<file path="src/rtl/core/vrt_pkg.sv">
// ----------------------------------------------------------------------------
// Vibration RMS tracker package
// Shared widths, register indexes, reset values, and the command and status
// types that join the controller to the datapath.
// ----------------------------------------------------------------------------
package vrt_pkg;

    // Field and internal widths.
    localparam int AXIS_W     = 16;
    localparam int OUT_W      = 16;
    localparam int CFG_W      = 16;
    localparam int CFG_IDX_W  = 2;
    localparam int SUM_W      = 32;
    localparam int OPB_W      = 32;
    localparam int PROD_W     = CFG_W + OPB_W;
    localparam int STEP_CNT_W = 4;

    // Configuration register indexes.
    localparam logic [CFG_IDX_W-1:0] CFG_REST_LEVEL       = 2'd0;
    localparam logic [CFG_IDX_W-1:0] CFG_SMOOTHING_WEIGHT = 2'd1;

    // Configuration reset values.
    localparam logic [CFG_W-1:0] REST_LEVEL_RST       = 16'd8192;
    localparam logic [CFG_W-1:0] SMOOTHING_WEIGHT_RST = 16'd3277;

    // Starting step index of the square root, counted down to zero (one result bit per step).
    localparam logic [STEP_CNT_W-1:0] ROOT_LAST_STEP = 4'd15;

    // Datapath operations issued by the controller.
    typedef enum logic [3:0] {
        CMD_NONE,
        CMD_LOAD,
        CMD_SQ_X,
        CMD_SQ_Y,
        CMD_SQ_Z,
        CMD_ACC,
        CMD_ROOT_MAG,
        CMD_ROOT_STEP,
        CMD_DEV,
        CMD_SQ_DEV,
        CMD_DIFF,
        CMD_STEP_MUL,
        CMD_UPDATE,
        CMD_ROOT_MEAN,
        CMD_EMIT
    } t_cmd;

    typedef struct packed {
        t_cmd op;
    } t_dp_cmd;

    typedef struct packed {
        logic root_last;
    } t_dp_status;

endpackage

</file>
<file path="src/rtl/core/vrt_ctrl.sv">
// ----------------------------------------------------------------------------
// Vibration RMS tracker controller
// Sequences one sample through squaring, the magnitude root, the mean update
// and the RMS root, and owns both handshakes of the data channels.
// ----------------------------------------------------------------------------
module vrt_ctrl (
    input  logic                i_clk,
    input  logic                i_rst_n,
    input  logic                i_in_valid,
    output logic                o_in_ready,
    output logic                o_out_valid,
    input  logic                i_out_ready,
    output vrt_pkg::t_dp_cmd    o_cmd,
    input  vrt_pkg::t_dp_status i_status
);
    import vrt_pkg::*;

    typedef enum logic [14:0] {
        S_IDLE          = 15'b000000000000001,
        S_SQ_X          = 15'b000000000000010,
        S_SQ_Y          = 15'b000000000000100,
        S_SQ_Z          = 15'b000000000001000,
        S_ACC           = 15'b000000000010000,
        S_ROOT_MAG      = 15'b000000000100000,
        S_ROOT_MAG_RUN  = 15'b000000001000000,
        S_DEV           = 15'b000000010000000,
        S_SQ_DEV        = 15'b000000100000000,
        S_DIFF          = 15'b000001000000000,
        S_STEP          = 15'b000010000000000,
        S_UPDATE        = 15'b000100000000000,
        S_ROOT_MEAN     = 15'b001000000000000,
        S_ROOT_MEAN_RUN = 15'b010000000000000,
        S_EMIT          = 15'b100000000000000
    } t_state;

    t_state r_state;
    t_state n_state;
    logic   r_out_valid;
    logic   n_out_valid;
    logic   w_slot_free;

    assign o_in_ready  = (r_state == S_IDLE);
    assign o_out_valid = r_out_valid;
    assign w_slot_free = !r_out_valid || i_out_ready;

    // Next state, datapath command and output slot.
    always_comb begin
        n_state     = r_state;
        n_out_valid = r_out_valid;
        o_cmd.op    = CMD_NONE;
        if (r_out_valid && i_out_ready) begin
            n_out_valid = 1'b0;
        end
        unique case (r_state)
            S_IDLE: begin
                if (i_in_valid) begin
                    o_cmd.op = CMD_LOAD;
                    n_state  = S_SQ_X;
                end
            end
            S_SQ_X: begin
                o_cmd.op = CMD_SQ_X;
                n_state  = S_SQ_Y;
            end
            S_SQ_Y: begin
                o_cmd.op = CMD_SQ_Y;
                n_state  = S_SQ_Z;
            end
            S_SQ_Z: begin
                o_cmd.op = CMD_SQ_Z;
                n_state  = S_ACC;
            end
            S_ACC: begin
                o_cmd.op = CMD_ACC;
                n_state  = S_ROOT_MAG;
            end
            S_ROOT_MAG: begin
                o_cmd.op = CMD_ROOT_MAG;
                n_state  = S_ROOT_MAG_RUN;
            end
            S_ROOT_MAG_RUN: begin
                o_cmd.op = CMD_ROOT_STEP;
                if (i_status.root_last) begin
                    n_state = S_DEV;
                end
            end
            S_DEV: begin
                o_cmd.op = CMD_DEV;
                n_state  = S_SQ_DEV;
            end
            S_SQ_DEV: begin
                o_cmd.op = CMD_SQ_DEV;
                n_state  = S_DIFF;
            end
            S_DIFF: begin
                o_cmd.op = CMD_DIFF;
                n_state  = S_STEP;
            end
            S_STEP: begin
                o_cmd.op = CMD_STEP_MUL;
                n_state  = S_UPDATE;
            end
            S_UPDATE: begin
                o_cmd.op = CMD_UPDATE;
                n_state  = S_ROOT_MEAN;
            end
            S_ROOT_MEAN: begin
                o_cmd.op = CMD_ROOT_MEAN;
                n_state  = S_ROOT_MEAN_RUN;
            end
            S_ROOT_MEAN_RUN: begin
                o_cmd.op = CMD_ROOT_STEP;
                if (i_status.root_last) begin
                    n_state = S_EMIT;
                end
            end
            S_EMIT: begin
                // Wait here until the output register has room for the beat.
                if (w_slot_free) begin
                    o_cmd.op    = CMD_EMIT;
                    n_out_valid = 1'b1;
                    n_state     = S_IDLE;
                end
            end
            default: begin
                n_state = S_IDLE;
            end
        endcase
    end

    // State and output valid registers.
    always_ff @(posedge i_clk) begin
        if (!i_rst_n) begin
            r_state     <= S_IDLE;
            r_out_valid <= 1'b0;
        end else begin
            r_state     <= n_state;
            r_out_valid <= n_out_valid;
        end
    end

endmodule

</file>
<file path="src/rtl/core/vrt_datapath.sv">
// ----------------------------------------------------------------------------
// Vibration RMS tracker datapath
// Configuration registers, one shared 16x32 multiplier, a one-bit-per-cycle
// square root unit, the running mean square and the output payload register.
// ----------------------------------------------------------------------------
module vrt_datapath (
    input  logic                                   i_clk,
    input  logic                                   i_rst_n,
    input  logic                                   i_cfg_valid,
    input  logic [vrt_pkg::CFG_IDX_W-1:0]          i_cfg_index,
    input  logic [vrt_pkg::CFG_W-1:0]              i_cfg_data,
    input  logic signed [vrt_pkg::AXIS_W-1:0]      i_accel_x,
    input  logic signed [vrt_pkg::AXIS_W-1:0]      i_accel_y,
    input  logic signed [vrt_pkg::AXIS_W-1:0]      i_accel_z,
    input  vrt_pkg::t_dp_cmd                       i_cmd,
    output vrt_pkg::t_dp_status                    o_status,
    output logic [vrt_pkg::OUT_W-1:0]              o_rms_level,
    output logic [vrt_pkg::OUT_W-1:0]              o_deviation
);
    import vrt_pkg::*;

    // Configuration.
    logic [CFG_W-1:0]      r_rest_level;
    logic [CFG_W-1:0]      r_weight;

    // Sample and arithmetic state.
    logic [AXIS_W-1:0]     r_abs_x;
    logic [AXIS_W-1:0]     r_abs_y;
    logic [AXIS_W-1:0]     r_abs_z;
    logic [SUM_W-1:0]      r_acc;
    logic [PROD_W-1:0]     r_prod;
    logic [OUT_W-1:0]      r_dev;
    logic [SUM_W-1:0]      r_diff;
    logic                  r_up;
    logic [SUM_W-1:0]      r_mean;

    // Square root unit.
    logic [SUM_W-1:0]      r_rem;
    logic [SUM_W-1:0]      r_root;
    logic [STEP_CNT_W-1:0] r_step;
    logic [SUM_W-1:0]      w_bit;
    logic [SUM_W:0]        w_trial;
    logic                  w_take;

    // Output payload.
    logic [OUT_W-1:0]      r_rms_out;
    logic [OUT_W-1:0]      r_dev_out;

    // Shared multiplier operands.
    logic [CFG_W-1:0]      w_mul_a;
    logic [OPB_W-1:0]      w_mul_b;
    logic [PROD_W-1:0]     w_mul_p;

    // Magnitude against rest level, and the mean square update step.
    logic [OUT_W-1:0]      w_mag;
    logic [SUM_W-1:0]      w_d2;
    logic [SUM_W-1:0]      w_step;
    logic [OUT_W-1:0]      w_rms_sat;

    function automatic logic [AXIS_W-1:0] abs16(input logic signed [AXIS_W-1:0] v);
        logic [AXIS_W-1:0] u;
        u = v;
        return v[AXIS_W-1] ? (~u + 1'b1) : u;
    endfunction

    assign w_bit   = {{(SUM_W-1){1'b0}}, 1'b1} << {r_step, 1'b0};
    assign w_trial = {1'b0, r_root} + {1'b0, w_bit};
    assign w_take  = ({1'b0, r_rem} >= w_trial);
    assign o_status.root_last = (r_step == '0);

    assign w_mag     = r_root[OUT_W-1:0];
    assign w_d2      = r_prod[SUM_W-1:0];
    assign w_step    = r_prod[PROD_W-1:CFG_W];
    assign w_rms_sat = (|r_root[SUM_W-1:OUT_W]) ? {OUT_W{1'b1}} : r_root[OUT_W-1:0];

    // Operand selection for the shared multiplier.
    always_comb begin
        w_mul_a = '0;
        w_mul_b = '0;
        case (i_cmd.op)
            CMD_SQ_X: begin
                w_mul_a = r_abs_x;
                w_mul_b = {{(OPB_W-AXIS_W){1'b0}}, r_abs_x};
            end
            CMD_SQ_Y: begin
                w_mul_a = r_abs_y;
                w_mul_b = {{(OPB_W-AXIS_W){1'b0}}, r_abs_y};
            end
            CMD_SQ_Z: begin
                w_mul_a = r_abs_z;
                w_mul_b = {{(OPB_W-AXIS_W){1'b0}}, r_abs_z};
            end
            CMD_SQ_DEV: begin
                w_mul_a = r_dev;
                w_mul_b = {{(OPB_W-OUT_W){1'b0}}, r_dev};
            end
            CMD_STEP_MUL: begin
                w_mul_a = r_weight;
                w_mul_b = r_diff;
            end
            default: begin
                w_mul_a = '0;
                w_mul_b = '0;
            end
        endcase
    end

    assign w_mul_p = w_mul_a * w_mul_b;

    // Config regs; the user writes only while the block is idle; unenforced.
    always_ff @(posedge i_clk) begin
        if (!i_rst_n) begin
            r_rest_level <= REST_LEVEL_RST;
            r_weight     <= SMOOTHING_WEIGHT_RST;
        end else if (i_cfg_valid) begin
            unique case (i_cfg_index)
                CFG_REST_LEVEL:       r_rest_level <= i_cfg_data;
                CFG_SMOOTHING_WEIGHT: r_weight     <= i_cfg_data;
                default: begin
                end
            endcase
        end
    end

    // The running mean square is the only state that reset must clear.
    always_ff @(posedge i_clk) begin
        if (!i_rst_n) begin
            r_mean <= '0;
        end else if (i_cmd.op == CMD_UPDATE) begin
            r_mean <= r_up ? (r_mean + w_step) : (r_mean - w_step);
        end
    end

    // Working registers, stepped by the controller's commands.
    always_ff @(posedge i_clk) begin
        case (i_cmd.op)
            CMD_LOAD: begin
                r_abs_x <= abs16(i_accel_x);
                r_abs_y <= abs16(i_accel_y);
                r_abs_z <= abs16(i_accel_z);
                r_acc   <= '0;
            end
            CMD_SQ_X: begin
                r_prod <= w_mul_p;
            end
            CMD_SQ_Y, CMD_SQ_Z: begin
                r_prod <= w_mul_p;
                r_acc  <= r_acc + w_d2;
            end
            CMD_ACC: begin
                r_acc <= r_acc + w_d2;
            end
            CMD_ROOT_MAG: begin
                r_rem  <= r_acc;
                r_root <= '0;
                r_step <= ROOT_LAST_STEP;
            end
            CMD_ROOT_MEAN: begin
                r_rem  <= r_mean;
                r_root <= '0;
                r_step <= ROOT_LAST_STEP;
            end
            CMD_ROOT_STEP: begin
                // One result bit per cycle, from the top bit down.
                if (w_take) begin
                    r_rem  <= r_rem - w_trial[SUM_W-1:0];
                    r_root <= (r_root >> 1) + w_bit;
                end else begin
                    r_root <= r_root >> 1;
                end
                r_step <= r_step - 1'b1;
            end
            CMD_DEV: begin
                r_dev <= (w_mag >= r_rest_level) ? (w_mag - r_rest_level)
                                                 : (r_rest_level - w_mag);
            end
            CMD_SQ_DEV, CMD_STEP_MUL: begin
                r_prod <= w_mul_p;
            end
            CMD_DIFF: begin
                r_up   <= (w_d2 >= r_mean);
                r_diff <= (w_d2 >= r_mean) ? (w_d2 - r_mean) : (r_mean - w_d2);
            end
            CMD_EMIT: begin
                r_rms_out <= w_rms_sat;
                r_dev_out <= r_dev;
            end
            default: begin
            end
        endcase
    end

    assign o_rms_level = r_rms_out;
    assign o_deviation = r_dev_out;

endmodule

</file>
<file path="src/rtl/core/vibration_rms_tracker_unit.sv">
// ----------------------------------------------------------------------------
// Vibration RMS tracker
// Three-axis accelerometer samples in; running RMS of the deviation of the
// vector magnitude from a rest level, and that deviation, out.
// ----------------------------------------------------------------------------
//  Channel  | Handshake                    | Payload
//  ---------+------------------------------+-------------------------------------
//  in       | i_in_valid  / o_in_ready     | i_accel_x, i_accel_y, i_accel_z
//  out      | o_out_valid / i_out_ready    | o_rms_level, o_deviation
//  cfg      | i_cfg_valid / o_cfg_ready    | i_cfg_index, i_cfg_data
//
// From accept to result a sample goes through the three axis squares on the
// shared multiplier and one more step to finish their sum, two 16-step square
// roots on the shared root unit, and the mean update on the same multiplier.
// The next sample is taken after that. Reset is synchronous and active low; it
// restores the rest level and weight and clears the mean square. A stalled
// output beat holds in the output register while the next sample is processed;
// the result of that sample then waits until the register frees. Configuration
// beats are always accepted.
// ----------------------------------------------------------------------------
module vibration_rms_tracker_unit (
    input  logic                               i_clk,
    input  logic                               i_rst_n,
    input  logic                               i_in_valid,
    output logic                               o_in_ready,
    input  logic signed [vrt_pkg::AXIS_W-1:0]  i_accel_x,
    input  logic signed [vrt_pkg::AXIS_W-1:0]  i_accel_y,
    input  logic signed [vrt_pkg::AXIS_W-1:0]  i_accel_z,
    output logic                               o_out_valid,
    input  logic                               i_out_ready,
    output logic [vrt_pkg::OUT_W-1:0]          o_rms_level,
    output logic [vrt_pkg::OUT_W-1:0]          o_deviation,
    input  logic                               i_cfg_valid,
    output logic                               o_cfg_ready,
    input  logic [vrt_pkg::CFG_IDX_W-1:0]      i_cfg_index,
    input  logic [vrt_pkg::CFG_W-1:0]          i_cfg_data
);
    import vrt_pkg::*;

    t_dp_cmd    w_cmd;
    t_dp_status w_status;

    assign o_cfg_ready = 1'b1;

    // Sequencer.
    vrt_ctrl u_ctrl (
        .i_clk       (i_clk),
        .i_rst_n     (i_rst_n),
        .i_in_valid  (i_in_valid),
        .o_in_ready  (o_in_ready),
        .o_out_valid (o_out_valid),
        .i_out_ready (i_out_ready),
        .o_cmd       (w_cmd),
        .i_status    (w_status)
    );

    // Arithmetic and storage.
    vrt_datapath u_datapath (
        .i_clk       (i_clk),
        .i_rst_n     (i_rst_n),
        .i_cfg_valid (i_cfg_valid),
        .i_cfg_index (i_cfg_index),
        .i_cfg_data  (i_cfg_data),
        .i_accel_x   (i_accel_x),
        .i_accel_y   (i_accel_y),
        .i_accel_z   (i_accel_z),
        .i_cmd       (w_cmd),
        .o_status    (w_status),
        .o_rms_level (o_rms_level),
        .o_deviation (o_deviation)
    );

endmodule
</file>
<file path="config.mk">
export PLATFORM = sky130hd
export DESIGN_NAME = vibration_rms_tracker_unit
export DESIGN_NICKNAME = d
export VERILOG_FILES = /design/src/rtl/core/vrt_pkg.sv /design/src/rtl/core/vrt_ctrl.sv /design/src/rtl/core/vrt_datapath.sv /design/src/rtl/core/vibration_rms_tracker_unit.sv
export SDC_FILE = /design/constraint.sdc
export NUM_CORES = 2
export LEC_CHECK = 0
export BUFFER_PORTS_ARGS = -buffer_cell sky130_fd_sc_hd__buf_2
export CORE_UTILIZATION = 45
export DETAILED_ROUTE_END_ITERATION = 6
export GPL_TIMING_DRIVEN = 0
export PLACE_DENSITY_LB_ADDON = 0.15
export SLEW_MARGIN = 20
export SYNTH_ARGS = -nofsm -noshare
export SYNTH_HDL_FRONTEND = slang
export SYNTH_SLANG_ARGS = --single-unit
</file>
<file path="constraint.sdc">
create_clock -name i_clk -period 10.1 [get_ports i_clk]
set_input_delay 1.01 -clock i_clk [delete_from_list [all_inputs] [get_ports i_clk]]
set_output_delay 1.01 -clock i_clk [all_outputs]
set_load 0.02 [all_outputs]
</file>
# --- Yosys cells after proc, flatten, opt, wreduce, memory -nomap -nowiden ---
# Cells that the tools add are included.
word_totals:
  reg_bits: 357
  latch_bits: 0
  mem_bits_rw: 0
  rom_bits: 0
  inputBits: 71
  out_inout_bits: 35
  elab_cells: 120
  mem_count: 0
op_classes:
  addsub: 14
  mul: 1
  n_div: 0
  n_lt_le_gt_ge: 3
  n_eq_ne: 35
  shift: 1
  mux: 25
  bitwise_logic: 3
  reduce_logical: 17
op_table:
  columns: ["operator", "n"]
  rows:
  - ["$pmux 15 s15", 1]
  - ["$pmux 32 s5", 1]
  - ["$mux 32", 4]
  - ["$pmux 32 s2", 2]
  - ["$sub 32x32->32", 4]
  - ["$mux 15", 7]
  - ["$pmux 32 s3", 1]
  - ["$pmux 16 s5", 1]
  - ["$add 32x32->32", 2]
  - ["$pmux 4 s14", 1]
  - ["$add 16x1->16 const B", 3]
  - ["$mul 16x32->48", 1]
  - ["$not 16->16", 3]
  - ["$add 32x32->33", 1]
  - ["$ge 32x33->1", 1]
  - ["$add 31x32->32", 1]
  - ["$ge 32x32->1", 1]
  - ["$shl 1x5->32 const A", 1]
  - ["$sub 16x16->16", 2]
  - ["$eq 4x4->1 const B", 7]
  - ["$eq 4x3->1 const B", 4]
  - ["$ge 16x16->1", 1]
  - ["$mux 16", 1]
  - ["$reduce_or 16->1", 1]
  - ["36 further kinds", 47]

# --- Depth between registers and ports, before layout ---
depth:
  ltp_word: 7
  depth_mapped: 33
  depth_no_buf: 30

# --- By module ---
# Synthesis repeated with hierarchy kept, for this count alone.
unflattened:
  hier_cells: 4852
  area_unflattened_um2: 42439.5
by_module_without_submodules:
  columns: ["mod", "instances", "cells_each", "area_each_um2", "seq_area_each_um2"]
  rows:
  - ["vrt_datapath", 1, 4723, 41393.4, 9599.2]
  - ["vrt_ctrl", 1, 127, 1034.7, 320.3]
  - ["vibration_rms_tracker_unit", 1, 2, 11.3, 0.0]

# --- Worst setup path before layout ---
# Ideal clock, no wire load.
synth_path:
  kind: "register to register"
  start: "reg u_ctrl.r_state[5]"
  end: "reg u_datapath.r_prod[26], data pin"
  setup_time_ns: 0.259
  arrival_time_ns: 7.500
  required_time_ns: 9.841
  setup_slack_ns: 2.341
  path_stages_with_launch: 32
  n_path_buf: 2
  synth_period_minus_slack_ns: 7.759
  cell_sequence: "dfxtp_1 > or4_4 > and3b_2 > nand2_2 > nor3b_4 > a222oi_1 > nand2_1 > a21o_1 > buf_4 > buf_4 > nand2_1 > fa_1 > inv_1 > fa_1 > inv_1 > fa_1 > inv_1 > fa_1 > fa_1 > inv_1 > fa_1 > inv_1 > ha_1 > a21oi_1 > o211ai_1 > a221o_1 > or2_2 > a21boi_0 > o21ai_0 > nor2b_1 > o22ai_1 > xnor2_1"
synth_via:
  elab_chain_cells: 6
  elab_cells_between_ends: 25
  cone_classes: "mul (1); eq/ne (20); mux (3); reduce/logical (1)"
synth_lines:
  columns: ["element", "line", "source"]
  rows:
  - ["start, declared", "vrt_ctrl.sv:36", "t_state r_state;"]
  - ["start signal, assigned", "vrt_ctrl.sv:137", "r_state <= n_state;"]
  - ["$eq 15x7->1 / $eq 15x14->1 (equally long branches)", "vrt_ctrl.sv:54", "unique case (r_state)"]
  - ["$reduce_or 2->1 (no source line)", null, null]
  - ["$pmux 4 s14 *", "vrt_ctrl.sv:54", null]
  - ["$eq 4x4->1, or another cell as far along", "vrt_datapath.sv:80", "case (i_cmd.op)"]
  - ["$pmux 16 s5 / $pmux 32 s5 (equally long branches)", "vrt_datapath.sv:80", null]
  - ["$mul 16x32->48 *", "vrt_datapath.sv:108", "assign w_mul_p = w_mul_a * w_mul_b;"]
  - ["net u_datapath.w_mul_p[26]", "vrt_datapath.sv:52", "logic [PROD_W-1:0] w_mul_p;"]
  - ["end signal, assigned", "vrt_datapath.sv:144", "r_prod <= w_mul_p;"]
  - ["end signal, assigned", "vrt_datapath.sv:147", "r_prod <= w_mul_p;"]
  - ["end signal, assigned", "vrt_datapath.sv:178", "r_prod <= w_mul_p;"]
  - ["end, declared", "vrt_datapath.sv:31", "logic [PROD_W-1:0] r_prod;"]
# The timed path passes the listed nets; every way through them passes the cells marked *.
# A chain may end at the register's enable or synchronous reset.

# --- Final worst setup path ---
layout_path:
  start: "reg u_ctrl.r_state[5]"
  end: "reg u_datapath.r_prod[46], data pin"
# Same word-level chain as after synthesis.

==> flow_summary.toml <==
[global_routing]
first_global_vias = 34730
grt_max_degree = 36
antenna_found_initial = 9
grtUsageTotal_pct = 28.72
grt_pass1_wl_um = 207600
grt.overflow.total = 0

[routing]
drt-initial-drc-count = 3431
drtAntennaViolNets = 0
drc = 1
drt_wl_total_um = 136300
firstDrtPassIters = 7
routedWlPerCell_um = 21.78
via_count = 35560
avgViaCountPerCell = 5.681

[final_layout]
fin_nets = 5815
drive_gt1_share_pct = 6.934
area_growth_syn_to_layout_pct = 9.155
instances_no_fill = 6260

[power]
p_int_mw = 2.698
p_per_area_mw_per_mm2 = 78.82
p_sw_share_pct = 25.90
p_switching_uw = 943.0
leakage_nw = 20.31
pwr-share-comb_pct = 8.8
pwr-share-seq_pct = 45.3
p_clk_share_pct = 45.9
peakVddDrop_mv = 0.1099

[cts]
cts.sinks = 357
numCtsBuffers = 45
path_clk_slew_ns = 0.06
clockBufferDepth = 3
cts_tree = "done"
h-tree-depth = 2
cts_root_buf = "clkbuf_16"
clk_latency_ns = 0.62
post_cts_buffers = 0

[floorplan]
chipWidth_um = 308.6
die_height_um = 308.6
initial_core_util_pct = 45.41
core_mm2 = 0.09319
dieArea_mm2 = 0.09526
pin_count = 106
row_count = 112

[synth]
synth_top_cell_area_share_pct = 20.11
ys_ff_latch = 357
synth-main-ff-cell = "edfxtp_1"
yosys_warnings = 0
synth_area_leaders = "fa_1, edfxtp_1, ha_1, nand2_1, inv_1"
synth.avg_cell_area_um2 = 8.804
yosysUniqueCellTypes = 101
yosys-top-cells-count = "nand2_1, inv_1, fa_1"
syn_nets = 5654
async_flop_share_pct = 0
synth.most_common_cell = "nand2_1"
yosysSeqAreaShare_pct = 23.44
syn_area_mm2 = 0.04231
synth_edf_count = 277
synth_cells = 4806
synth_top_cell_by_area = "fa_1"

[sta]
grt_setup_unrepaired = "false"
holdWs_ns = 0.4512
max_freq_mhz = 104.2
slew_headroom_pct = 15.64
final-max-slew-violation-count = 0
finalClockSkew_ns = 0.05291
tightest_slew_ns = 1.265
fin_crit_ns = 9.593
fin_setup_tns_ns = 0
hold_viol_final = 0
setup_ws_ns = 0.5065
setup_viol = 0
period_share_pct = 94.98

[placement]
gp_congestion = 0.9822
dp_cells = 6174
pre_cts_ws_ns = 0.4865
dpl.hpwl_um = 113500
io_buffers = 103

[run_status]
violations = "DRC"
status = "finished, violations left"

[worst_hold_path]
hp-class = "flip-flop to flip-flop"

[setup_path]
slowest_stage = "or4_4"
path_delay_family = "adder cells"
cp_data_required_time_ns = 10.45
max_stage_delay_ns = 0.59
cp_common_cell = "fa_1"
path_buf_inv = 5
critical_path_class = "flip-flop to flip-flop"
end_kind = "flip-flop"
cp-start-kind = "flip-flop"
critPathArrivalTime_ns = 9.94
path_max_fanout = 10

[run]
max_cap_violations = 0
power groups by stage:
stage	Combinational (mW)	Clock [mW]	Sequential, mW
global route	0.348	1.76	1.65
floorplan	0.199	0	1.67
finish	0.320	1.67	1.65
global placement	0.308	0	1.68
detailed placement	0.314	0	1.68
CTS	0.316	1.71	1.65
flip-flops by register name, indices dropped and copies added, names as in the netlist, 15 cells and up:
name / flops
u_datapath.r_rest_level: 16
u_datapath.r_dev: 16
u_datapath.r_prod: 48
u_datapath.o_rms_level: 16
u_datapath.r_abs_y: 16
u_ctrl.r_state: 15
u_datapath.o_deviation: 16
u_datapath.r_acc: 32
u_datapath.r_root: 32
u_datapath.r_mean: 32
u_datapath.r_rem: 32
u_datapath.r_abs_z: 16
u_datapath.r_abs_x: 16
u_datapath.r_diff: 32
u_datapath.r_weight: 16
worst paths after layout:
path / endpoint / cells past startpoint / start / slack, ns
min reg2reg: u_datapath.o_deviation[1] / 0 / u_datapath.r_dev[1] / 0.45
max: u_datapath.r_prod[46] / 29 / u_ctrl.r_state[5] / 0.51
min: u_datapath.o_deviation[1] / 0 / u_datapath.r_dev[1] / 0.45
max reg2reg: u_datapath.r_prod[46] / 29 / u_ctrl.r_state[5] / 0.51
cells in the final DEF (no fill, tap or decap), types with 30 or more instances in the layout:
cell | synthesis | routed
buf_2 | 56 | 159
o21ai_0 | 191 | 191
a31oi_1 | 55 | 54
edfxtp_1 | 277 | 277
and2_1 | 41 | 41
ha_1 | 352 | 352
nand3_1 | 59 | 59
dfxtp_1 | 80 | 80
xnor2_1 | 184 | 184
o21bai_1 | 38 | 38
clkbuf_1 | 91 | 96
nor2b_1 | 34 | 33
fa_1 | 425 | 425
inv_1 | 620 | 618
nor3_1 | 48 | 47
a21o_1 | 140 | 140
xor2_1 | 99 | 99
nand2b_1 | 42 | 42
nand4_1 | 30 | 30
clkbuf_16 | 0 | 45
a21oi_1 | 343 | 339
or3_1 | 40 | 39
nand2_1 | 653 | 652
nor2_1 | 414 | 414
a211oi_1 | 40 | 40
through the flow:
step                utilization (%)  power [mW]  cell area (um^2)
floorplan                         -       1.865             42310
finish                        49.56       3.641             46190
detailed placement            47.87       1.993             44610
CTS                           49.53       3.668             46160
global placement              47.64       1.989             44400
global route                  49.56       3.758             46180
per-layer routing:
layer / global-route usage (%) / vias up / wire [um]
li1: - / 16530 / -
met1: 38.74 / 17390 / 57660
met2: 46.71 / 1384 / 62480
met3: 4.796 / 258 / 11170
met4: 9.626 / 2 / 5007
met5: 0 / - / 13
cell families (layout without fill, tap and decap cells):
family | Yosys count | in the layout | share of synthesized area (%)
adder cells (fa/ha/maj) | 777 | 777 | 30.52
buffers and inverters | 811 | 1009 | 7.682
AND/OR/NAND/NOR | 1487 | 1487 | 15.79
flip-flops | 357 | 357 | 23.44
other | 1 | 3 | 0.008863
multiplexers | 26 | 26 | 0.6180
XOR/XNOR | 283 | 283 | 5.858
AO/OA/AOI/OAI | 1064 | 1064 | 16.08
layout make-up:
| cell class | instances | area [um^2] |
|---|---|---|
| clock buffer | 54 | 1200 |
| fill | 9045 | 47000 |
| timing repair buffer | 114 | 695.7 |
| buffer | 191 | 923.4 |
| clock inverter | 30 | 344.1 |
| antenna | 2 | 5.005 |
| tap | 1254 | 1569 |
| sequential | 357 | 9920 |
| inverter | 620 | 2327 |
| multi-input combinational | 3638 | 29200 |
timing repair:
action,4_1_cts,5_1_grt
gates resized for setup,0,2
hold buffers,0,0
setup endpoints to repair,0,5
Note: power is estimated with default switching activity, not from simulation.
